===== src/rtl/mpm_pkg.sv =====
`timescale 1ns / 1ps
// Shared constants, types and command/status structs for the Mandelbrot point membership block.
// Used by mpm_ctrl, mpm_datapath and mandelbrot_point_membership. No dependencies.
package mpm_pkg;

    localparam int IN_W       = 31;
    localparam int COORD_W    = 32;
    localparam int FRAC_BITS  = 28;
    localparam int HIST_DEPTH = 1;
    localparam int ITER_W     = 16;

    localparam int PROD_W = 2 * COORD_W;
    localparam int SUM_W  = PROD_W + 1;
    localparam int NX_W   = PROD_W - FRAC_BITS + 2;

    localparam int S_TDATA_W = ((2 * IN_W + 7) / 8) * 8;
    localparam int M_TDATA_W = 8;

    localparam logic [ITER_W-1:0] MAX_ITER_RST = ITER_W'(256);

    localparam logic signed [NX_W-1:0]  COORD_LIM = NX_W'(2) <<< FRAC_BITS;
    localparam logic signed [SUM_W-1:0] MAG_LIM   = SUM_W'(4) <<< (2 * FRAC_BITS);

    typedef enum logic [1:0] {
        OUT_ESCAPED = 2'd0,
        OUT_CYCLE   = 2'd1,
        OUT_LIMIT   = 2'd2
    } outcome_t;

    typedef struct packed {
        logic load;
        logic mul;
        logic add;
        logic commit;
    } cmd_t;

    typedef struct packed {
        logic mag_over;
        logic at_limit;
        logic hit;
        logic out_of_bounds;
    } status_t;

endpackage


===== src/rtl/mpm_ctrl.sv =====
`timescale 1ns / 1ps
// Controller: sequences multiply, add and check steps per iteration and holds the result register.
// Depends on mpm_pkg; commands mpm_datapath and reads its status.
module mpm_ctrl
(
    input  logic               clk,
    input  logic               rst_n,
    input  logic               s_tvalid,
    output logic               s_tready,
    output logic               m_tvalid,
    input  logic               m_tready,
    output logic               in_set,
    output mpm_pkg::outcome_t  outcome,
    input  mpm_pkg::status_t   status,
    output mpm_pkg::cmd_t      cmd
);

    typedef enum logic [2:0] {
        ST_IDLE,
        ST_MUL,
        ST_ADD,
        ST_CHK,
        ST_FIN
    } state_t;

    state_t            state_reg;
    logic              chk_mag_reg;
    mpm_pkg::outcome_t pend_reg;
    logic              m_valid_reg;
    logic              in_set_reg;
    mpm_pkg::outcome_t outcome_reg;
    logic              slot_free;

    assign s_tready  = state_reg == ST_IDLE;
    assign m_tvalid  = m_valid_reg;
    assign in_set    = in_set_reg;
    assign outcome   = outcome_reg;
    assign slot_free = !m_valid_reg || m_tready;

    always_comb
    begin
        cmd = '0;
        unique case (state_reg)
            ST_IDLE: cmd.load = s_tvalid;
            ST_MUL:  cmd.mul  = 1'b1;
            ST_ADD:  cmd.add  = !(chk_mag_reg && status.mag_over) && !status.at_limit;
            ST_CHK:  cmd.commit = !status.hit && !status.out_of_bounds;
            ST_FIN:  cmd = '0;
            default: cmd = '0;
        endcase
    end

    always_ff @(posedge clk or negedge rst_n)
    begin
        if (!rst_n)
        begin
            state_reg   <= ST_IDLE;
            chk_mag_reg <= 1'b0;
            pend_reg    <= mpm_pkg::OUT_LIMIT;
            m_valid_reg <= 1'b0;
            in_set_reg  <= 1'b0;
            outcome_reg <= mpm_pkg::OUT_LIMIT;
        end
        else
        begin
            if (state_reg == ST_FIN && slot_free)
            begin
                m_valid_reg <= 1'b1;
            end
            else if (m_tready)
            begin
                m_valid_reg <= 1'b0;
            end
            unique case (state_reg)
                ST_IDLE:
                begin
                    if (s_tvalid)
                    begin
                        chk_mag_reg <= 1'b0;
                        state_reg   <= ST_MUL;
                    end
                end
                ST_MUL:
                begin
                    state_reg <= ST_ADD;
                end
                ST_ADD:
                begin
                    // The magnitude test belongs to the z stored by the previous iteration.
                    priority if (chk_mag_reg && status.mag_over)
                    begin
                        pend_reg  <= mpm_pkg::OUT_ESCAPED;
                        state_reg <= ST_FIN;
                    end
                    else if (status.at_limit)
                    begin
                        pend_reg  <= mpm_pkg::OUT_LIMIT;
                        state_reg <= ST_FIN;
                    end
                    else
                    begin
                        state_reg <= ST_CHK;
                    end
                end
                ST_CHK:
                begin
                    priority if (status.hit)
                    begin
                        pend_reg  <= mpm_pkg::OUT_CYCLE;
                        state_reg <= ST_FIN;
                    end
                    else if (status.out_of_bounds)
                    begin
                        pend_reg  <= mpm_pkg::OUT_ESCAPED;
                        state_reg <= ST_FIN;
                    end
                    else
                    begin
                        chk_mag_reg <= 1'b1;
                        state_reg   <= ST_MUL;
                    end
                end
                ST_FIN:
                begin
                    if (slot_free)
                    begin
                        in_set_reg  <= pend_reg != mpm_pkg::OUT_ESCAPED;
                        outcome_reg <= pend_reg;
                        state_reg   <= ST_IDLE;
                    end
                end
                default:
                begin
                    state_reg <= ST_IDLE;
                end
            endcase
        end
    end

endmodule


===== config.mk =====
export PLATFORM = sky130hd
export DESIGN_NAME = mpm_ctrl
export DESIGN_NICKNAME = d
export VERILOG_FILES = /design/src/rtl/mpm_pkg.sv /design/src/rtl/mpm_ctrl.sv
export SDC_FILE = /design/constraint.sdc
export NUM_CORES = 1
export LEC_CHECK = 0
export BUFFER_PORTS_ARGS = -buffer_cell sky130_fd_sc_hd__buf_2
export CAP_MARGIN = 20
export CELL_PAD_IN_SITES_DETAIL_PLACEMENT = 0
export CELL_PAD_IN_SITES_GLOBAL_PLACEMENT = 2
export CORE_UTILIZATION = 30
export CTS_BUF_LIST = sky130_fd_sc_hd__clkbuf_16
export DETAILED_ROUTE_END_ITERATION = 10
export MAX_ROUTING_LAYER = met4
export PLACE_DENSITY_LB_ADDON = 0.1
export SLEW_MARGIN = 20
export SYNTH_ARGS = -nofsm -noshare
export SYNTH_HDL_FRONTEND = slang
export SYNTH_SLANG_ARGS = --single-unit

===== constraint.sdc =====
create_clock -name clk -period 2.02 [get_ports clk]
set_input_delay 0.101 -clock clk [delete_from_list [all_inputs] [get_ports clk]]
set_output_delay 0.101 -clock clk [all_outputs]
set_load 0.1 [all_outputs]

==> out/qor.yml, run 1 <==
hold_buffers: 1
drv_cap: 0
worstMarginPinSlew_ps: 489
timing.slew.headroom_pct: 67.6
path_depth: 3
antenna_found_initial: 0
overflow: 0
n_antenna_cell: 0
synthesis.nets: 57
grt_pass1_vias: 378
cts-root-buf: "clkbuf_16"
crit_family: "flip-flops"
min_delay_path_depth: 4
finalMaxSlewViolations: 0
ant_nets: 0
fin_crit_sh_pct: 85.3
fin_cells: 83
yosysUniqueCellTypes: 21
cpPeakStageDelay_ps: 560
htree_levels: 1
grt_max_degree: 12
path_cells: "nand3b_1, nor3_2, buf_2"
coreArea_sq_um: 1540
synth.avg_cell_area_sq_um: 10.4
mostFrequentLayoutCells: "buf_2, dfrtp_1, nand2_1, nor2_1, a21oi_1"
worstPathArrival_ps: 1620
cts.clk_slew.worst_paths_ps: 40
yosysWarnings: 0
ys.flop_type: "dfrtp_1"
worst_slack_ps: 298
finalCriticalPeriod_ps: 1720
final-hold-violation-count: 0
firstDrtPassIters: 4
cp-end-kind: "output pin"
yosysTopAreaCellShare_pct: 39.3
dpl.cell_count: 78
ioPinCount: 17
post_cts_resized: 0
setup_violations: 0
critical_path_class: "register to output pin"
place_worst_setup_slack_ps: 545
core.rowCount: 14
clock_latency_ps: 230
synth_edf_count: 0
die_area_sq_um: 1870
drc_errors: 0
wl_microns: 1040
layout_commonest_cell: "buf_2"
fmax_ghz: 0.581
grt_setup_unrepaired: "no"
gp_congestion: 0.683
synth_top_cell_by_area: "dfrtp_1"
r2r_cells: 2
die_y_microns: 43.2
synth.area.top_cells: "dfrtp_1, dfstp_2, a21oi_1"
die_w_microns: 43.2
syn2layout_area_growth_pct: 35.6
cts.path.max_buffers: 2
initialDrtViolationCount: 10
synthesis.area_sq_um: 509
fin_setup_tns_ps: 0
async_flop_share_pct: 100
initial_core_util_pct: 33.0
grt_pass1_wl_microns: 1770
status: "completed"
syn_inst: 49
layout.nets: 76
track_usage_pct: 13.6
cp.required_ps: 1920
vias: 409
synth-seq-area-share_pct: 49.6
largest_register_ffs: 3
synth-seq-cells: 10
layout-drive-gt1-share_pct: 43.3
path_max_fanout: 11
min_path_type: "input pin to register"
cts-buffers-inserted: 3
cp_slowest_cell: "dfrtp_1"
hpwl_microns: 719
finClkSkew_ps: 2.06
clkSinkCount: 10
cts_tree: "built"
cts_setup_buffers: 0
port_buffers: 16
wl_per_cell_microns: 12.5
worst-path-buf-inv: 1
worstSetupStartpointType: "register"
routed_via_density: 4.93
metrics by stage:
stage | area [sq um] | hold slack [ps] | util (%)
detailed placement | 602 | -22.5 | 39.0
global route | 691 | 151 | 44.8
floorplan | 528 | -195 | -
CTS | 691 | 126 | 44.8
finish | 691 | 124 | 44.8
global placement | 602 | -21.5 | 39.0
worst paths after layout:
check                                    startpoint                      end  slack (ps)
setup / recovery           state_reg[0]$_DFFE_PN0P_                   cmd[0]         300
hold / removal                            status[3]  pend_reg[1]$_DFFE_PN1P_         120
setup reg to reg           state_reg[0]$_DFFE_PN0P_  pend_reg[0]$_DFFE_PN0P_         530
hold reg to reg              outcome[0]$_DFFE_PN0P_   outcome[0]$_DFFE_PN0P_         500
max in group asynchronous                     rst_n   outcome[1]$_DFFE_PN1P_        1500
min in group asynchronous                     rst_n     m_tvalid$_DFFE_PN0P_         260
metal layers:
metal  global-route usage, %  vias up  wire length [microns]
li1                        -      214                      -
met5                       -        -                      0
met3                    5.11        2                     61
met1                    18.2      175                    540
met2                    17.6       18                    425
met4                    7.27        0                     10
cells in the mapped netlist, types with 2 or more instances:
library cell / instances
buf_4: 2
mux2_2: 2
nand3b_1: 2
nor3_1: 2
nor2_1: 5
dfrtp_1: 8
nor3b_1: 2
nand2b_1: 2
a31oi_1: 2
nand2_1: 6
dfstp_2: 2
a21oi_1: 5
worst reg2reg max path: cells and delay by family (launching register included):
family           cells  cell delay, ps
AND/OR/NAND/NOR      1             620
AO/OA/AOI/OAI        1             260
flip-flops           1             500
cells by family (layout without fill, tap and decap cells):
family                 Yosys count  count (layout)  share of synthesized area [%]
AOI/OAI and AO/OA               10              10                           12.0
buffers and inverters            3              21                           5.16
DFF                             10              10                           49.6
muxes                            3               3                           6.39
and+or+nand+nor                 23              23                           26.8
cell type report:
cell class,count,area [sq um]
Fill cell,154,851
Clock inverter,1,3.75
Sequential cell,10,253
Timing Repair Buffer,17,90.1
Multi-Input combinational cell,36,249
Tap cell,16,20.0
Clock buffer,3,75.1
Power of run 1 is left out: the tool's default activity adds up to more than one toggle a clock period on the data nets, which glitch-free logic cannot reach.
==> inputs of run 2 (changes only) <==
Settings changed: ABC_AREA set to 1, CORE_MARGIN set to 10, CORE_UTILIZATION 30 to 27, SKIP_CTS_REPAIR_TIMING set to 1.
==> run 2 against run 1 <==
Against the previous run:
- register-to-register slack gained 370 ps
- via count grew 12%
- sequential share of layout area shrank 1.2 points
- worst hold slack lost 41 ps
- fmax grew 6.0%
- critical path type unchanged
- sequential cell count is the same
- die area grew 120%
- cell area grew 3.4%
==> out/qor.yml, run 2 <==
synth_compound_area_share_pct: 5.62  # -6.4 points
synth-seq-area-share_pct: 49.4  # -0.24 points
synth.avg_cell_area_sq_um: 7.75  # -25%
grt_max_degree: 11  # -1
finClkSkew_ps: 3.49  # +1.43 ps
die_area_sq_um: 4040  # +120%
antenna_found_initial: 0  # unchanged
setup_violations: 0  # unchanged
cts.path.max_buffers: 2  # unchanged
synth_simple_gate_area_share_pct: 37.7  # +11 points
dpl-instance-area_sq_um: 626  # +4.0%
cts-buffers-inserted: 3  # unchanged
synth.area.top_cells: "dfrtp_1, nand2_1, dfstp_2"
syn2layout_area_growth_pct: 39.6
layout_commonest_cell: "nand2_1"
synth-seq-cells: 10  # unchanged
coreArea_sq_um: 1760  # +14%
synth_common_cells: "nand2_1, dfrtp_1, inv_1, nor2_1, nand2_2"
drv_cap: 0  # unchanged
fin_crit_sh_pct: 80.5  # -4.8 points
layout-drive-gt1-share_pct: 36.8  # -6.5 points
clock_latency_ps: 240  # about the same
yosysWarnings: 0  # unchanged
finalMaxSlewViolations: 0  # unchanged
overflow: 0  # unchanged
post-route-util_pct: 40.5  # -4.3 points
crit_family: "buffers and inverters"
cp-end-kind: "output pin"
final.fill_count: 209  # +36%
path_max_fanout: 6  # -5
worstMarginPinSlew_ps: 490  # +0.993 ps
wl_per_cell_microns: 10.4  # -17%
wl_microns: 1160  # +12%
ys.flop_type: "dfrtp_1"
mostFrequentLayoutCells: "nand2_1, buf_2, inv_1, dfrtp_1, nor2_1"
htree_levels: 1  # unchanged
hpwl_microns: 947  # +32%
cts-root-buf: "clkbuf_16"
yosys.area_share.adder_pct: 0  # unchanged
fin_setup_tns_ps: 0  # unchanged
port_buffers: 16  # unchanged
synth_top_cell_by_area: "dfrtp_1"
synthesis.nets: 74  # +30%
synth-xor-area-share_pct: 0  # unchanged
cpPeakStageDelay_ps: 440  # -120 ps
critical_path_class: "register to output pin"
gp_congestion: 0.655  # -4.2%
cp.required_ps: 1920  # about the same
ioPinCount: 17  # unchanged
vias: 460  # +12%
synth_most_common_cell: "nand2_1"
design_area_sq_um: 714  # +3.4%
min_path_type: "input pin to register"
ff_latch_area_sq_um: 253  # unchanged
largest_register_ffs: 3  # unchanged
initialDrtViolationCount: 5  # -5
routed_via_density: 4.11  # -17%
synth_mux_area_share_pct: 0  # -6.4 points
multi_input_area_sq_um: 224  # -10%
clkSinkCount: 10  # unchanged
finalCriticalPeriod_ps: 1630  # -96.9 ps
ant_nets: 0  # unchanged
async_flop_share_pct: 100  # unchanged
track_usage_pct: 6.25  # -7.4 points
yosysUniqueCellTypes: 17  # -19%
fmax_ghz: 0.615  # +6.0%
final-hold-violation-count: 0  # unchanged
worst-path-buf-inv: 1  # unchanged
firstDrtPassIters: 2  # -2
path_cells: "nor2_2, nand2_1, nor2_2, buf_2"
grt_setup_unrepaired: "no"
syn_inst: 66  # +35%
drc_errors: 0  # unchanged
initial_core_util_pct: 29.0  # -4.0 points
worstPathArrival_ps: 1520  # -100 ps
critPathMostFrequentCell: "nor2_2"
layout.nets: 96  # +26%
cts_tree: "built"
status: "completed"
die_y_microns: 63.5  # +47%
cts.clk_slew.worst_paths_ps: 40  # about the same
timing.slew.headroom_pct: 67.5  # about the same
holdWs_ps: 82.6  # -41.5 ps
die_w_microns: 63.5  # +47%
grt_pass1_vias: 461  # +22%
grt_pass1_wl_microns: 1960  # +11%
core.rowCount: 15  # +1
cp_slowest_cell: "buf_2"
synthesis.area_sq_um: 512  # +0.49%
synth_top_family_by_area: "simple AND/OR/NAND/NOR gates"
worstSetupStartpointType: "register"
synth_edf_count: 0  # unchanged
yosysTopAreaCellShare_pct: 39.1  # -0.19 points
n_antenna_cell: 0  # unchanged
[run 2: cell types whose count changed in the layout (fill, tap and decap cells not counted), sizes merged, moves of 2 or more]
cell / change
nand2: +19
a21oi: -4
nor2: +8
nor3: -2
nand3: +2
nand2b: -2
nor3b: -2
a31oi: -2
inv: +9
mux2: -2
[run 2: worst register-to-register path, stage by stage (launching register included)]
cell and delay [ps]:
dfrtp_1 430, nor2_2 200, nand2_2 100, nor2_4 130
inv_2 60, nand2_1 50, nand2_1 40
[run 2: cell families after synthesis]
| kind of cell | Yosys count |
|---|---|
| DFF | 10 |
| buffers and inverters | 10 |
| AOI/OAI and AO/OA | 5 |
| and+or+nand+nor | 41 |
[run 2: path summary, 6_finish.rpt]
| path | from | to | slack (ps) | cells past startpoint |
|---|---|---|---|---|
| max | state_reg[1]$_DFFE_PN0P_ | cmd[3] | 390 | 4 |
| min | status[1] | pend_reg[0]$_DFFE_PN0P_ | 80 | 3 |
| max reg2reg | state_reg[1]$_DFFE_PN0P_ | in_set$_DFFE_PN0P_ | 900 | 6 |
| min reg2reg | outcome[1]$_DFFE_PN1P_ | outcome[1]$_DFFE_PN1P_ | 450 | 2 |
| max in group asynchronous | rst_n | outcome[1]$_DFFE_PN1P_ | 1500 | 2 |
| min in group asynchronous | rst_n | chk_mag_reg$_DFFE_PN0P_ | 260 | 2 |
[run 2: area by class of cell]
class / instances / share of cell area [%]
inverter: 10 / 5.25
tap: 25 / 4.38
clock buffer: 3 / 10.5
clock inverter: 1 / 0.525
sequential: 10 / 35.4
timing repair buffer: 17 / 12.6
multi-input combinational: 46 / 31.3
[run 2: metal layers]
metal / share of wire (%) / vias to the layer above / global-route usage, %
li1: - / 244 / -
met1: 50 / 195 / 6.94
met2: 40 / 17 / 8.79
met3: 6.5 / 4 / 1.77
met4: 3.8 / 0 / 5.74
met5: 0 / - / -
[run 2: stage by stage]
step	std cells	setup WS, ps
after floorplan	66	70.4
after global placement	107	653
after detailed placement	107	627
after CTS	111	372
after global routing	112	289
final	112	395
Power of run 2 is left out for the same reason.
==> inputs of run 3 (changes only) <==
Settings changed: CORE_UTILIZATION 27 to 23.
Clock period 2.02 ns to 1.4 ns, I/O delays scaled along.
==> run 3 against run 2 <==
Against the previous run:
- global-route usage up 0.73 points
- worst hold slack worse by 17 ps
- sequential share of layout area down 4.5 points
- wire length up 12%
- register-to-register slack worse by 620 ps
- cell count up 3.6%
- clock-buffer cell count unchanged
- clock skew up 3.6 ps
- die area up 12%
- setup slack worse by 340 ps
- cell area up 16%
- first-iteration DRC count rose to 3.0 times the previous value
==> out/qor.yml, run 3 (synthesis results as in run 2) <==
status: "completed"
critical_path_class: "register to output pin"
ioPinCount: 17  # unchanged
final-hold-violation-count: 0  # unchanged
overflow: 0  # unchanged
cp-end-kind: "output pin"
layout.nets: 97  # +1.0%
port_buffers: 16  # unchanged
wl_per_cell_microns: 11.3  # +8.5%
antenna_found_initial: 0  # unchanged
setup_violations: 0  # unchanged
vias: 460  # unchanged
path_max_fanout: 5  # -1
largest_register_ffs: 3  # unchanged
grt_max_degree: 11  # unchanged
gp_congestion: 0.658  # +0.53%
track_usage_pct: 6.98  # +0.73 points
timing.slew.headroom_pct: 67.6  # about the same
syn2layout_area_growth_pct: 61.6
cp.required_ps: 1330  # -590 ps
min_path_type: "input pin to register"
coreArea_sq_um: 2170  # +23%
ff_latch_area_sq_um: 255  # +0.99%
layout-drive-gt1-share_pct: 43.2  # +6.4 points
finalMaxSlewViolations: 0  # unchanged
initialDrtViolationCount: 15  # +10
cts.clk_slew.worst_paths_ps: 40  # about the same
die_w_microns: 67.2  # +5.7%
fmax_ghz: 0.742
cts-buffers-inserted: 3  # unchanged
firstDrtPassIters: 4  # +2
grt_pass1_vias: 490  # +6.3%
drv_cap: 0  # unchanged
fin_crit_sh_pct: 96.3
worst_slack_ps: 51.9  # -343 ps
ant_nets: 0  # unchanged
drc_errors: 0  # unchanged
place_worst_setup_slack_ps: 209  # -418 ps
core.rowCount: 17  # +2
grt_pass1_wl_microns: 2250  # +15%
worstSetupStartpointType: "register"
htree_levels: 1  # unchanged
cts.path.max_buffers: 2  # unchanged
multi_input_area_sq_um: 246  # +10%
clock_latency_ps: 240  # about the same
worstPathArrival_ps: 1280  # -240 ps
initial_core_util_pct: 23.6  # -5.4 points
final.fill_count: 237  # +13%
mostFrequentLayoutCells: "nand2_1, buf_2, inv_1"
finClkSkew_ps: 7.07  # +3.58 ps
die_area_sq_um: 4510  # +12%
finalCriticalPeriod_ps: 1350
layout_commonest_cell: "nand2_1"
worstMarginPinSlew_ps: 489  # -1.01 ps
wl_microns: 1310  # +12%
n_antenna_cell: 0  # unchanged
hpwl_microns: 1040  # +9.6%
clkSinkCount: 10  # unchanged
die_y_microns: 67.2  # +5.7%
routed_via_density: 3.97  # -3.4%
cts-root-buf: "clkbuf_16"
cts_tree: "built"
-- run 3: changes by cell type in the layout (fill, tap and decap cells not counted), sizes merged --
| cell | change |
|---|---|
| clkinv | -1 |
| buf | +1 |
| inv | +1 |
-- run 3: worst paths after layout --
| kind | endpoint | cells past startpoint | slack (ps) | from |
|---|---|---|---|---|
| max | cmd[3] | 4 | 50 | state_reg[0]$_DFFE_PN0P_ |
| min | pend_reg[0]$_DFFE_PN0P_ | 3 | 70 | status[1] |
| max reg2reg | pend_reg[0]$_DFFE_PN0P_ | 7 | 280 | state_reg[2]$_DFFE_PN0P_ |
| min reg2reg | outcome[1]$_DFFE_PN1P_ | 2 | 450 | outcome[1]$_DFFE_PN1P_ |
| max in group asynchronous | pend_reg[1]$_DFFE_PN1P_ | 2 | 910 | rst_n |
| min in group asynchronous | m_tvalid$_DFFE_PN0P_ | 2 | 220 | rst_n |
-- run 3: critical path: stages, from the launching register on --
cell	delay, ps
dfrtp_1	440
nor2_4	170
nand2_1	110
nor2_4	130
buf_12	180
-- run 3: cell type report --
type,instances,share of cell area (%)
Sequential cell,10,30.9
Multi-Input combinational cell,46,29.8
Timing Repair Buffer,18,20.9
Clock buffer,3,9.08
Inverter,10,4.69
Tap cell,28,4.24
Clock inverter,1,0.454
-- run 3: metrics by stage --
step / hold WS, ps / cells / TNS (ps) / utilization [%] / cell area, sq um
finish: 65.2 / 116 / 0 / 38.1 / 827
global route: 99.4 / 116 / -1.62 / 38.1 / 827
CTS: -304 / 114 / -72.6 / 37.0 / 803
detailed placement: -47.9 / 110 / 0 / 33.4 / 724
global placement: -46.8 / 110 / 0 / 33.4 / 724
floorplan: -226 / 66 / -46.8 / - / 534
-- run 3: per-layer routing --
metal	GRT usage, %	vias up	share of wire (%)
met4	4.62	0	3.2
met5	-	-	0
met3	3.47	5	10
met1	7.79	194	45
met2	9.60	19	42
li1	-	242	-
Power of run 3 is left out for the same reason.
